===== src/rtl/stp_ramp_pkg.sv =====
`default_nettype none
// ----------------------------------------------------------------------------
// Stepper ramp package
// Shared widths, reset values, command codes and control types for the
// trapezoidal stepper speed profile generator.
// ----------------------------------------------------------------------------
package stp_ramp_pkg;

  // Field and register widths.
  localparam int COUNT_WIDTH  = 15;
  localparam int SPEED_WIDTH  = 16;
  localparam int ACCEL_WIDTH  = 8;
  localparam int TCLK_WIDTH   = 24;
  localparam int PERIOD_WIDTH = 16;
  localparam int KIND_WIDTH   = 2;
  localparam int APB_ADDR_WIDTH = 4;
  localparam int APB_DATA_WIDTH = 32;

  // Register reset values.
  localparam int MAX_SPEED_RESET_INT   = 1000;
  localparam int ACCEL_STEP_RESET_INT  = 10;
  localparam int TIMER_CLOCK_RESET_INT = 62500;
  localparam int MIN_SPEED_INT         = 245;

  localparam logic [SPEED_WIDTH-1:0] MAX_SPEED_RESET   = SPEED_WIDTH'(MAX_SPEED_RESET_INT);
  localparam logic [ACCEL_WIDTH-1:0] ACCEL_STEP_RESET  = ACCEL_WIDTH'(ACCEL_STEP_RESET_INT);
  localparam logic [TCLK_WIDTH-1:0]  TIMER_CLOCK_RESET = TCLK_WIDTH'(TIMER_CLOCK_RESET_INT);

  // Slowest running speed, also the speed after a move ends.
  localparam logic [SPEED_WIDTH-1:0] MIN_SPEED = SPEED_WIDTH'(MIN_SPEED_INT);

  // Step period that matches the reset timer clock at the slowest speed.
  localparam logic [PERIOD_WIDTH-1:0] PERIOD_RESET =
    PERIOD_WIDTH'(TIMER_CLOCK_RESET_INT / MIN_SPEED_INT);

  // Event codes of an incoming command.
  typedef enum logic [KIND_WIDTH-1:0] {
    KIND_START = 2'd0,
    KIND_STEP  = 2'd1,
    KIND_RAMP  = 2'd2
  } kind_t;

  // Register indexes on the configuration port.
  typedef enum logic [1:0] {
    REG_MAX_SPEED   = 2'd0,
    REG_ACCEL_STEP  = 2'd1,
    REG_TIMER_CLOCK = 2'd2
  } cfg_reg_t;

  // Controller states.
  typedef enum logic [1:0] {
    ST_IDLE = 2'd0,
    ST_DIV  = 2'd1,
    ST_EMIT = 2'd2
  } state_t;

  // Commands from the controller to the datapath.
  typedef struct packed {
    logic accept;
    logic div_start;
    logic load_period;
    logic emit;
  } ctrl_cmd_t;

  // Status from the datapath to the controller.
  typedef struct packed {
    logic need_div;
    logic div_done;
  } dp_status_t;

endpackage
`default_nettype wire


===== src/rtl/stp_cmd_if.sv =====
`default_nettype none
// ----------------------------------------------------------------------------
// Stepper ramp command channel
// Valid/ready channel that carries one event into the profile generator.
// ----------------------------------------------------------------------------
interface stp_cmd_if;
  import stp_ramp_pkg::*;

  logic                   valid;
  logic                   ready;
  logic [KIND_WIDTH-1:0]  kind;
  logic [COUNT_WIDTH-1:0] step_count;
  logic                   move_direction;

  modport source (output valid, kind, step_count, move_direction, input ready);
  modport sink   (input valid, kind, step_count, move_direction, output ready);
endinterface
`default_nettype wire


===== src/rtl/stp_res_if.sv =====
`default_nettype none
// ----------------------------------------------------------------------------
// Stepper ramp result channel
// Valid/ready channel that carries one result per event out of the generator.
// ----------------------------------------------------------------------------
interface stp_res_if;
  import stp_ramp_pkg::*;

  logic                    valid;
  logic                    ready;
  logic                    step_pulse;
  logic                    dir_level;
  logic [PERIOD_WIDTH-1:0] period_ticks;
  logic [SPEED_WIDTH-1:0]  speed_now;
  logic                    busy_res;
  logic                    move_done;

  modport source (output valid, step_pulse, dir_level, period_ticks, speed_now,
                  busy_res, move_done, input ready);
  modport sink   (input valid, step_pulse, dir_level, period_ticks, speed_now,
                  busy_res, move_done, output ready);
endinterface
`default_nettype wire


===== src/rtl/stp_ramp_div.sv =====
`default_nettype none
// ----------------------------------------------------------------------------
// Stepper ramp divider
// Restoring bit-serial divider, one quotient bit per cycle. A zero divisor
// gives an all-ones quotient.
// ----------------------------------------------------------------------------
module stp_ramp_div (
  input  logic                                 clk,
  input  logic                                 rst,
  input  logic                                 start,
  input  logic [stp_ramp_pkg::TCLK_WIDTH-1:0]  dividend,
  input  logic [stp_ramp_pkg::SPEED_WIDTH-1:0] divisor,
  output logic                                 done,
  output logic [stp_ramp_pkg::TCLK_WIDTH-1:0]  quotient
);
  import stp_ramp_pkg::*;

  localparam int DIV_STEPS     = TCLK_WIDTH;
  localparam int DIV_CNT_WIDTH = $clog2(DIV_STEPS);

  logic                     busy;
  logic [DIV_CNT_WIDTH-1:0] cnt;
  logic [SPEED_WIDTH-1:0]   rem;
  logic [SPEED_WIDTH-1:0]   dsr;
  logic [TCLK_WIDTH-1:0]    dvd;

  logic [SPEED_WIDTH:0]     shifted;
  logic [SPEED_WIDTH:0]     trial;
  logic                     fits;

  // One restoring step: bring down the next dividend bit and try a subtract.
  assign shifted = {rem, dvd[TCLK_WIDTH-1]};
  assign trial   = shifted - {1'b0, dsr};
  assign fits    = shifted >= {1'b0, dsr};

  // Iteration control.
  always_ff @(posedge clk) begin
    if (rst) begin
      busy <= 1'b0;
      cnt  <= '0;
      done <= 1'b0;
    end else begin
      done <= 1'b0;
      if (start) begin
        busy <= 1'b1;
        cnt  <= '0;
      end else if (busy) begin
        if (cnt == DIV_CNT_WIDTH'(DIV_STEPS - 1)) begin
          busy <= 1'b0;
          done <= 1'b1;
        end
        cnt <= cnt + 1'b1;
      end
    end
  end

  // Remainder and shifting dividend, which collects the quotient bits.
  always_ff @(posedge clk) begin
    if (start) begin
      rem <= '0;
      dsr <= divisor;
      dvd <= dividend;
    end else if (busy) begin
      rem <= fits ? trial[SPEED_WIDTH-1:0] : shifted[SPEED_WIDTH-1:0];
      dvd <= {dvd[TCLK_WIDTH-2:0], fits};
    end
  end

  assign quotient = dvd;

endmodule
`default_nettype wire


===== src/rtl/stp_ramp_dp.sv =====
`default_nettype none
// ----------------------------------------------------------------------------
// Stepper ramp datapath
// Move state, ramp arithmetic, step period division and the result register.
// ----------------------------------------------------------------------------
module stp_ramp_dp (
  input  logic                                  clk,
  input  logic                                  rst,
  input  stp_ramp_pkg::ctrl_cmd_t               cmd,
  output stp_ramp_pkg::dp_status_t              status,
  input  logic [stp_ramp_pkg::KIND_WIDTH-1:0]   in_kind,
  input  logic [stp_ramp_pkg::COUNT_WIDTH-1:0]  in_step_count,
  input  logic                                  in_move_direction,
  input  logic [stp_ramp_pkg::SPEED_WIDTH-1:0]  max_speed,
  input  logic [stp_ramp_pkg::ACCEL_WIDTH-1:0]  accel_step,
  input  logic [stp_ramp_pkg::TCLK_WIDTH-1:0]   timer_clock,
  output logic                                  step_pulse,
  output logic                                  dir_level,
  output logic [stp_ramp_pkg::PERIOD_WIDTH-1:0] period_ticks,
  output logic [stp_ramp_pkg::SPEED_WIDTH-1:0]  speed_now,
  output logic                                  busy_res,
  output logic                                  move_done
);
  import stp_ramp_pkg::*;

  // Move state.
  logic [COUNT_WIDTH-1:0]  total_steps, total_steps_next;
  logic [COUNT_WIDTH-1:0]  steps_done, steps_done_next;
  logic [SPEED_WIDTH-1:0]  speed, speed_next;
  logic                    accelerating, accelerating_next;
  logic                    decelerating, decelerating_next;
  logic                    moving, moving_next;
  logic                    dir_reg, dir_reg_next;
  logic [PERIOD_WIDTH-1:0] period_reg;
  logic                    res_pulse, res_pulse_next;
  logic                    res_done, res_done_next;

  // Ramp arithmetic.
  logic [COUNT_WIDTH+2:0]  five_done;
  logic [COUNT_WIDTH+2:0]  four_total;
  logic [COUNT_WIDTH+2:0]  total_ext;
  logic [SPEED_WIDTH:0]    accel_ext;
  logic [SPEED_WIDTH:0]    speed_sum;
  logic [SPEED_WIDTH-1:0]  speed_above_min;
  logic [SPEED_WIDTH-1:0]  speed_acc;
  logic [COUNT_WIDTH-1:0]  steps_inc;

  // Divider.
  logic                    div_done;
  logic [TCLK_WIDTH-1:0]   div_quot;

  // Fractions of the move as exact integer compares.
  assign five_done  = {1'b0, steps_done, 2'b00} + {3'b000, steps_done};
  assign four_total = {1'b0, total_steps, 2'b00};
  assign total_ext  = {3'b000, total_steps};
  assign accel_ext  = {{(SPEED_WIDTH + 1 - ACCEL_WIDTH){1'b0}}, accel_step};
  assign speed_sum  = {1'b0, speed} + accel_ext;
  assign speed_above_min = speed - MIN_SPEED;
  assign steps_inc  = steps_done + 1'b1;

  // Accelerated speed, saturated at the top speed.
  always_comb begin
    speed_acc = speed;
    if (speed < max_speed) begin
      speed_acc = (speed_sum > {1'b0, max_speed}) ? max_speed : speed_sum[SPEED_WIDTH-1:0];
    end
  end

  // State update for an accepted event.
  always_comb begin
    total_steps_next  = total_steps;
    steps_done_next   = steps_done;
    speed_next        = speed;
    accelerating_next = accelerating;
    decelerating_next = decelerating;
    moving_next       = moving;
    dir_reg_next      = dir_reg;
    res_pulse_next    = 1'b0;
    res_done_next     = 1'b0;
    unique case (in_kind)
      KIND_START: begin
        if (in_step_count != '0) begin
          dir_reg_next      = in_move_direction;
          total_steps_next  = in_step_count;
          accelerating_next = 1'b1;
          moving_next       = 1'b1;
        end
      end
      KIND_STEP: begin
        if (moving) begin
          res_pulse_next  = 1'b1;
          steps_done_next = steps_inc;
          if (steps_inc == total_steps) begin
            moving_next       = 1'b0;
            res_done_next     = 1'b1;
            speed_next        = MIN_SPEED;
            steps_done_next   = '0;
            accelerating_next = 1'b0;
            decelerating_next = 1'b0;
          end
        end
      end
      KIND_RAMP: begin
        if (moving) begin
          priority if (accelerating && (five_done < total_ext)) begin
            speed_next        = speed_acc;
            accelerating_next = (speed_acc != max_speed);
          end else if (!decelerating && (five_done > four_total)) begin
            accelerating_next = 1'b0;
            decelerating_next = 1'b1;
          end else if (decelerating) begin
            if (speed > MIN_SPEED) begin
              speed_next = ({1'b0, speed_above_min} > accel_ext) ?
                           speed - accel_ext[SPEED_WIDTH-1:0] : MIN_SPEED;
            end else begin
              decelerating_next = 1'b0;
            end
          end else begin
            speed_next = speed;
          end
        end
      end
      default: begin
        // The unused code leaves the state as it is.
      end
    endcase
  end

  // Move state registers.
  always_ff @(posedge clk) begin
    if (rst) begin
      total_steps  <= '0;
      steps_done   <= '0;
      speed        <= MIN_SPEED;
      accelerating <= 1'b0;
      decelerating <= 1'b0;
      moving       <= 1'b0;
      dir_reg      <= 1'b0;
    end else if (cmd.accept) begin
      total_steps  <= total_steps_next;
      steps_done   <= steps_done_next;
      speed        <= speed_next;
      accelerating <= accelerating_next;
      decelerating <= decelerating_next;
      moving       <= moving_next;
      dir_reg      <= dir_reg_next;
    end
  end

  // Per-event flags, held until the result is loaded.
  always_ff @(posedge clk) begin
    if (cmd.accept) begin
      res_pulse <= res_pulse_next;
      res_done  <= res_done_next;
    end
  end

  // Step period: timer clock over the speed that the step leaves behind.
  stp_ramp_div u_div (
    .clk      (clk),
    .rst      (rst),
    .start    (cmd.div_start),
    .dividend (timer_clock),
    .divisor  (speed_next),
    .done     (div_done),
    .quotient (div_quot)
  );

  // Period register, saturated to the compare width.
  always_ff @(posedge clk) begin
    if (rst) begin
      period_reg <= PERIOD_RESET;
    end else if (cmd.load_period) begin
      period_reg <= (div_quot[TCLK_WIDTH-1:PERIOD_WIDTH] != '0) ?
                    {PERIOD_WIDTH{1'b1}} : div_quot[PERIOD_WIDTH-1:0];
    end
  end

  // Result register.
  always_ff @(posedge clk) begin
    if (cmd.emit) begin
      step_pulse   <= res_pulse;
      dir_level    <= dir_reg;
      period_ticks <= period_reg;
      speed_now    <= speed;
      busy_res     <= moving;
      move_done    <= res_done;
    end
  end

  // Status to the controller.
  assign status.need_div = (in_kind == KIND_STEP) && moving;
  assign status.div_done = div_done;

endmodule
`default_nettype wire


===== src/rtl/stp_ramp_ctrl.sv =====
`default_nettype none
// ----------------------------------------------------------------------------
// Stepper ramp controller
// Sequences one event at a time: accept, optional period division, then
// handoff of the result to the output register.
// ----------------------------------------------------------------------------
module stp_ramp_ctrl (
  input  logic                     clk,
  input  logic                     rst,
  input  logic                     in_valid,
  input  logic                     out_ready,
  input  stp_ramp_pkg::dp_status_t status,
  output logic                     in_ready,
  output logic                     out_valid,
  output stp_ramp_pkg::ctrl_cmd_t  cmd
);
  import stp_ramp_pkg::*;

  state_t state, state_next;
  logic   accept;
  logic   out_free;

  assign accept   = in_valid && (state == ST_IDLE);
  assign out_free = !out_valid || out_ready;

  // Next state.
  always_comb begin
    state_next = state;
    unique case (state)
      ST_IDLE: begin
        if (accept) begin
          state_next = status.need_div ? ST_DIV : ST_EMIT;
        end
      end
      ST_DIV: begin
        if (status.div_done) begin
          state_next = ST_EMIT;
        end
      end
      ST_EMIT: begin
        if (out_free) begin
          state_next = ST_IDLE;
        end
      end
      default: begin
        state_next = ST_IDLE;
      end
    endcase
  end

  // Outputs and datapath commands.
  always_comb begin
    in_ready        = 1'b0;
    cmd.accept      = 1'b0;
    cmd.div_start   = 1'b0;
    cmd.load_period = 1'b0;
    cmd.emit        = 1'b0;
    unique case (state)
      ST_IDLE: begin
        in_ready      = 1'b1;
        cmd.accept    = accept;
        cmd.div_start = accept && status.need_div;
      end
      ST_DIV: begin
        cmd.load_period = status.div_done;
      end
      ST_EMIT: begin
        cmd.emit = out_free;
      end
      default: begin
        in_ready = 1'b0;
      end
    endcase
  end

  // State register.
  always_ff @(posedge clk) begin
    if (rst) begin
      state <= ST_IDLE;
    end else begin
      state <= state_next;
    end
  end

  // The result is valid from its load until the transfer.
  always_ff @(posedge clk) begin
    if (rst) begin
      out_valid <= 1'b0;
    end else if (cmd.emit) begin
      out_valid <= 1'b1;
    end else if (out_ready) begin
      out_valid <= 1'b0;
    end
  end

endmodule
`default_nettype wire


===== src/rtl/stepper_trapezoid_ramp.sv =====
`default_nettype none
// ----------------------------------------------------------------------------
// Stepper trapezoidal ramp generator
// Top level: configuration registers, controller, datapath and channels.
// ----------------------------------------------------------------------------
// The block takes one event per transfer on cmd (start a move, step tick or
// ramp tick) and returns exactly one result per event on res. A start, a
// ramp tick, a tick while idle or the unused code goes from accept to the
// result load, which waits for a free output register. A step tick during
// a move reloads the step period through a bit-serial divider that
// produces one quotient bit per cycle: accept, 24 divider iterations,
// period load, result load. One event is in work at a time; the next event
// is taken as soon as the previous result sits in the output register, even
// if res has not yet taken it. Configuration is to be written over the APB
// port only while no event is in work; the block itself does not enforce this.
module stepper_trapezoid_ramp (
  input  logic                                    clk,
  input  logic                                    rst,
  stp_cmd_if.sink                                 cmd,
  stp_res_if.source                               res,
  input  logic                                    psel,
  input  logic                                    penable,
  input  logic                                    pwrite,
  input  logic [stp_ramp_pkg::APB_ADDR_WIDTH-1:0] paddr,
  input  logic [stp_ramp_pkg::APB_DATA_WIDTH-1:0] pwdata,
  output logic [stp_ramp_pkg::APB_DATA_WIDTH-1:0] prdata,
  output logic                                    pready
);
  import stp_ramp_pkg::*;

  logic [SPEED_WIDTH-1:0] max_speed;
  logic [ACCEL_WIDTH-1:0] accel_step;
  logic [TCLK_WIDTH-1:0]  timer_clock;
  logic                   cfg_write;
  logic [1:0]             reg_index;

  ctrl_cmd_t  ctrl_cmd;
  dp_status_t dp_status;

  // Configuration registers.
  assign pready    = 1'b1;
  assign cfg_write = psel && penable && pwrite;
  assign reg_index = paddr[3:2];

  always_ff @(posedge clk) begin
    if (rst) begin
      max_speed   <= MAX_SPEED_RESET;
      accel_step  <= ACCEL_STEP_RESET;
      timer_clock <= TIMER_CLOCK_RESET;
    end else if (cfg_write) begin
      unique case (reg_index)
        REG_MAX_SPEED:   max_speed   <= pwdata[SPEED_WIDTH-1:0];
        REG_ACCEL_STEP:  accel_step  <= pwdata[ACCEL_WIDTH-1:0];
        REG_TIMER_CLOCK: timer_clock <= pwdata[TCLK_WIDTH-1:0];
        default: begin
          // Writes to unmapped addresses are dropped.
        end
      endcase
    end
  end

  // Register readback.
  always_comb begin
    prdata = '0;
    unique case (reg_index)
      REG_MAX_SPEED:   prdata = {{(APB_DATA_WIDTH - SPEED_WIDTH){1'b0}}, max_speed};
      REG_ACCEL_STEP:  prdata = {{(APB_DATA_WIDTH - ACCEL_WIDTH){1'b0}}, accel_step};
      REG_TIMER_CLOCK: prdata = {{(APB_DATA_WIDTH - TCLK_WIDTH){1'b0}}, timer_clock};
      default:         prdata = '0;
    endcase
  end

  // Controller.
  stp_ramp_ctrl u_ctrl (
    .clk       (clk),
    .rst       (rst),
    .in_valid  (cmd.valid),
    .out_ready (res.ready),
    .status    (dp_status),
    .in_ready  (cmd.ready),
    .out_valid (res.valid),
    .cmd       (ctrl_cmd)
  );

  // Datapath.
  stp_ramp_dp u_dp (
    .clk               (clk),
    .rst               (rst),
    .cmd               (ctrl_cmd),
    .status            (dp_status),
    .in_kind           (cmd.kind),
    .in_step_count     (cmd.step_count),
    .in_move_direction (cmd.move_direction),
    .max_speed         (max_speed),
    .accel_step        (accel_step),
    .timer_clock       (timer_clock),
    .step_pulse        (res.step_pulse),
    .dir_level         (res.dir_level),
    .period_ticks      (res.period_ticks),
    .speed_now         (res.speed_now),
    .busy_res          (res.busy_res),
    .move_done         (res.move_done)
  );

  // A step tick during a move keeps the block busy while the period divides.
  a_step_holds_input: assert property (@(posedge clk) disable iff (rst)
    (cmd.valid && cmd.ready && dp_status.need_div) |=> !cmd.ready)
    else $error("step tick during a move did not hold off the next command");

  // The speed never drops below the slowest running speed.
  a_speed_floor: assert property (@(posedge clk) disable iff (rst)
    res.valid |-> (res.speed_now >= MIN_SPEED))
    else $error("reported speed below the minimum speed");

  // A finished move is always reported on a step pulse with the block idle.
  a_done_shape: assert property (@(posedge clk) disable iff (rst)
    (res.valid && res.move_done) |-> (res.step_pulse && !res.busy_res))
    else $error("move completion reported without a step pulse or while busy");

endmodule
`default_nettype wire

===== src/flat_wrapper.sv =====
// flat-port wrapper written by rule: the top's interface ports become plain ports
module stepper_trapezoid_ramp_flat import stp_ramp_pkg::*;
  (clk, rst, psel, penable, pwrite, paddr, pwdata, prdata, pready, cmd_valid, cmd_kind, cmd_step_count, cmd_move_direction, cmd_ready, res_valid, res_step_pulse, res_dir_level, res_period_ticks, res_speed_now, res_busy_res, res_move_done, res_ready);
  stp_cmd_if cmd_i ();
  stp_res_if res_i ();
  input  logic clk;
  input  logic rst;
  input  logic psel;
  input  logic penable;
  input  logic pwrite;
  input  logic [stp_ramp_pkg::APB_ADDR_WIDTH-1:0] paddr;
  input  logic [stp_ramp_pkg::APB_DATA_WIDTH-1:0] pwdata;
  output logic [stp_ramp_pkg::APB_DATA_WIDTH-1:0] prdata;
  output logic pready;
  input wire logic [$bits(cmd_i.valid)-1:0] cmd_valid;
  input wire logic [$bits(cmd_i.kind)-1:0] cmd_kind;
  input wire logic [$bits(cmd_i.step_count)-1:0] cmd_step_count;
  input wire logic [$bits(cmd_i.move_direction)-1:0] cmd_move_direction;
  output wire logic [$bits(cmd_i.ready)-1:0] cmd_ready;
  output wire logic [$bits(res_i.valid)-1:0] res_valid;
  output wire logic [$bits(res_i.step_pulse)-1:0] res_step_pulse;
  output wire logic [$bits(res_i.dir_level)-1:0] res_dir_level;
  output wire logic [$bits(res_i.period_ticks)-1:0] res_period_ticks;
  output wire logic [$bits(res_i.speed_now)-1:0] res_speed_now;
  output wire logic [$bits(res_i.busy_res)-1:0] res_busy_res;
  output wire logic [$bits(res_i.move_done)-1:0] res_move_done;
  input wire logic [$bits(res_i.ready)-1:0] res_ready;
  assign cmd_i.valid = cmd_valid;
  assign cmd_i.kind = cmd_kind;
  assign cmd_i.step_count = cmd_step_count;
  assign cmd_i.move_direction = cmd_move_direction;
  assign cmd_ready = cmd_i.ready;
  assign res_valid = res_i.valid;
  assign res_step_pulse = res_i.step_pulse;
  assign res_dir_level = res_i.dir_level;
  assign res_period_ticks = res_i.period_ticks;
  assign res_speed_now = res_i.speed_now;
  assign res_busy_res = res_i.busy_res;
  assign res_move_done = res_i.move_done;
  assign res_i.ready = res_ready;
  stepper_trapezoid_ramp u_core (.clk(clk), .rst(rst), .cmd(cmd_i), .res(res_i), .psel(psel), .penable(penable), .pwrite(pwrite), .paddr(paddr), .pwdata(pwdata), .prdata(prdata), .pready(pready));
endmodule

===== config.mk =====
export PLATFORM = sky130hd
export DESIGN_NAME = stepper_trapezoid_ramp_flat
export DESIGN_NICKNAME = d
export VERILOG_FILES = /design/src/rtl/stp_ramp_pkg.sv /design/src/rtl/stp_cmd_if.sv /design/src/rtl/stp_res_if.sv /design/src/rtl/stp_ramp_div.sv /design/src/rtl/stp_ramp_dp.sv /design/src/rtl/stp_ramp_ctrl.sv /design/src/rtl/stepper_trapezoid_ramp.sv /design/src/flat_wrapper.sv
export SDC_FILE = /design/constraint.sdc
export NUM_CORES = 1
export LEC_CHECK = 0
export BUFFER_PORTS_ARGS = -buffer_cell sky130_fd_sc_hd__buf_2
export CORE_MARGIN = 8
export CORE_UTILIZATION = 50
export CTS_BUF_LIST = sky130_fd_sc_hd__clkbuf_16
export DETAILED_ROUTE_END_ITERATION = 10
export PLACE_DENSITY = 0.76
export SLEW_MARGIN = 10
export SYNTH_ARGS = -nofsm -noshare
export SYNTH_HDL_FRONTEND = slang
export SYNTH_SLANG_ARGS = --single-unit

===== constraint.sdc =====
create_clock -name clk -period 5.8 [get_ports clk]
set_clock_uncertainty 0.1 [all_clocks]
set_input_delay 0.29 -clock clk [delete_from_list [all_inputs] [get_ports clk]]
set_output_delay 0.29 -clock clk [all_outputs]
set_load 0.05 [all_outputs]

==> flow_summary.ini <==
[floorplanning]
die_area_sq_mm = 0.0352
io_pins = 132
start_util_pct = 50.3
die_y_um = 188
die_width_um = 188
rows = 63
core_sq_mm = 0.0293

[synthesis]
yosysTopAreaCell = dfxtp_1
ys_seq_area_share_pct = 34.9
synthTopCellsByArea = dfxtp_1 (19%), edfxtp_1 (16%), ha_1 (10%)
synth.distinct_cells = 83
synthArstFlopShare_pct = 0
synthMuxAreaShare_pct = 4.52
postSynthCellCount = 1760
syn_avg_cell_area_sq_um = 8.38
synth_top_family_by_area = compound AO/OA/AOI/OAI gates
synth_xor_area_share_pct = 5.58
synth_compound_area_share_pct = 19.5
synth_warnings = 0
synth-edff-count = 78
ys_ff_latch = 218
synth_top_area_share_pct = 19.0
yosys.area_share.simple_pct = 19.2
synth_fa_ha_area_share_pct = 10.9
syn_area_sq_mm = 0.0147
synth_flop_cell = dfxtp_1

[critical_path]
critical_path_class = flip-flop to flip-flop
cp-end-kind = flip-flop
cp-start-kind = flip-flop
worstPathArrival_ns = 5.46
path_max_fanout = 21
required_ns = 5.98

[finish]
fillers = 2617
final_util_pct = 57.7
syn2layout_area_growth_pct = 14.7
seq_area_sq_mm = 0.00514
fin_cells = 2298
drive_gt1_share_pct = 10.7
fin_nets = 2076
multi_input_area_sq_mm = 0.00885

[clock_tree]
root_buffer = clkbuf_16
cts_made_buffers = 25
ctsHtreeMaxLevel = 1
clkSinkCount = 218
clk_path_buf_depth = 3
cts_tree = done
clock_latency_ns = 0.54
ctsResizeCount = 0
cts.clk_slew.worst_paths_ns = 0.06

[place]
io_buffers = 112
place_congestion = 1.05
dp_hpwl_um = 35000
dp_cells = 2211

[timing]
tns_ns = 0
timing.slew.headroom_pct = 16.3
max_freq_ghz = 0.189
setup_viol = 0
finalMaxSlewViolations = 0
rsz0062_at_grt = no
whs_ns = 0.0217
hold_viol_final = 0
final.min_clock_period_ns = 5.29
post-route-period-util_pct = 91.1
tightest_slew_ns = 1.25

[outcome]
status = completed

[drt]
viasPerCell = 6.08
route.detailed.drc = 0
ant_nets = 0
drtPass1Iterations = 5
wl_um = 47300
dr.first_iter.drc_count = 1238
vias = 14000
wl_per_cell_um = 20.6

[grt]
grt-ovfl-total = 0
grt_pass1_vias = 13700
grt_max_degree = 67
grt_use_total_pct = 25.7
grt_pass1_wl_um = 73800
antenna_found_initial = 1

[job]
maxCapViolCount = 0

[power_and_ir_drop]
sw_frac_of_total_pct = 31.4
power.density_mw_per_mm2 = 256
pwr-share-clk_pct = 35.4
internal_power_w = 0.00297
p_sw_w = 0.00136
cellLeakagePower_nw = 7.15
p_seq_share_pct = 39.8
irDropWorstVdd_mv = 0.211
combPwrFrac_pct = 24.8

[worst_hold_path]
hold_class = input pin to flip-flop
routing by layer:
metal  wire length [um]  up-vias  global-route usage [%]
met5                  0        -                       0
met4               2150        0                    11.3
met3               3830      146                    5.18
met2              22600      678                    44.0
met1              18700     6580                    30.8
li1                   -     6564                       -
logic make-up (layout without fill, tap and decap cells):
family | count (synthesis) | after routing
compound gates | 446 | 446
mux | 66 | 66
flops | 218 | 218
fa+ha+maj | 126 | 126
other cells | 2 | 10
simple gates | 608 | 608
buf+inv | 200 | 340
xor+xnor | 94 | 94
through the flow:
step	power, W	worst slack, ns	cell area (sq um)
2_1_floorplan	0.00253	0.687	14800
3_3_place_gp	0.00275	0.725	15700
3_5_place_dp	0.00279	0.612	15700
4_1_cts	0.00434	0.588	16900
5_1_grt	0.00452	0.202	16900
6_report	0.00434	0.515	16900
synth_stat cells (all sizes together), types with 34 or more instances:
cell type  number
clkbuf         76
nand3          34
xnor2          72
edfxtp         78
nand2         258
ha            122
a21oi         107
mux2i          61
o21ai         125
inv           102
nor2          132
dfxtp         140
critical path, stage by stage, from the launching register on:
cell and delay [ns]:
dfxtp_1 0.43, ha_1 0.20, inv_1 0.06, fa_1 0.39, or2_2 0.32, a211oi_1 0.21, buf_4 0.18, o211ai_1 0.15
xor2_1 0.33, inv_1 0.08, ha_1 0.31, nand4_1 0.14, or3_1 0.40, o32a_1 0.38, o31ai_1 0.12, nand2_1 0.14
buf_4 0.23, o21ai_0 0.20, a21oi_1 0.11, a211oi_1 0.40, o31ai_1 0.14
final timing paths:
| check | from | to | slack (ns) | depth (start not counted) |
|---|---|---|---|---|
| max | u_core.accel_step[0] | u_core.u_dp.u_div.dsr[7] | 0.51 | 20 |
| min | cmd_valid | u_core.u_ctrl.state[0] | 0.02 | 4 |
| min reg2reg | u_core.u_dp.res_pulse | u_core.u_dp.step_pulse | 0.32 | 0 |
| max reg2reg | u_core.accel_step[0] | u_core.u_dp.u_div.dsr[7] | 0.51 | 20 |
cell usage in the layout, fill, tap and decap left out, drive strengths merged, types with 17 or more instances in the layout:
master / n
o211ai: 27
nor3: 28
a21oi: 107
buf: 148
inv: 112
nor2: 132
nand4: 30
edfxtp: 78
nand2: 258
nor2b: 29
o31ai: 20
dfxtp: 140
a21o: 17
xor2: 22
dlygate4sd3: 41
clkbuf: 25
nand3: 34
xnor2: 72
o21ai: 125
a211oi: 21
mux2i: 61
ha: 122
repair_timing:
item / in CTS / in global routing
hold buffers: 41 / 0
setup buffers: 0 / 0
endpoints found under the hold margin: 65 / 0
power by group through the flow:
stage | logic (W) | registers, W | clock network, W
after floorplan | 0.000759 | 0.00177 | 0
after global placement | 0.000998 | 0.00175 | 0
after detailed placement | 0.00103 | 0.00176 | 0
after CTS | 0.00106 | 0.00172 | 0.00156
after global routing | 0.00117 | 0.00173 | 0.00162
final | 0.00107 | 0.00173 | 0.00154
layout make-up:
cell class | count | share of cell area [%]
Antenna cell | 1 | 0.0148
Inverter | 106 | 2.35
Tap cell | 390 | 2.89
Multi-Input combinational cell | 1349 | 52.3
Sequential cell | 218 | 30.4
Clock inverter | 20 | 0.962
Clock buffer | 25 | 3.70
Timing Repair Buffer | 189 | 7.34
Power figures use the tool's default switching activity.
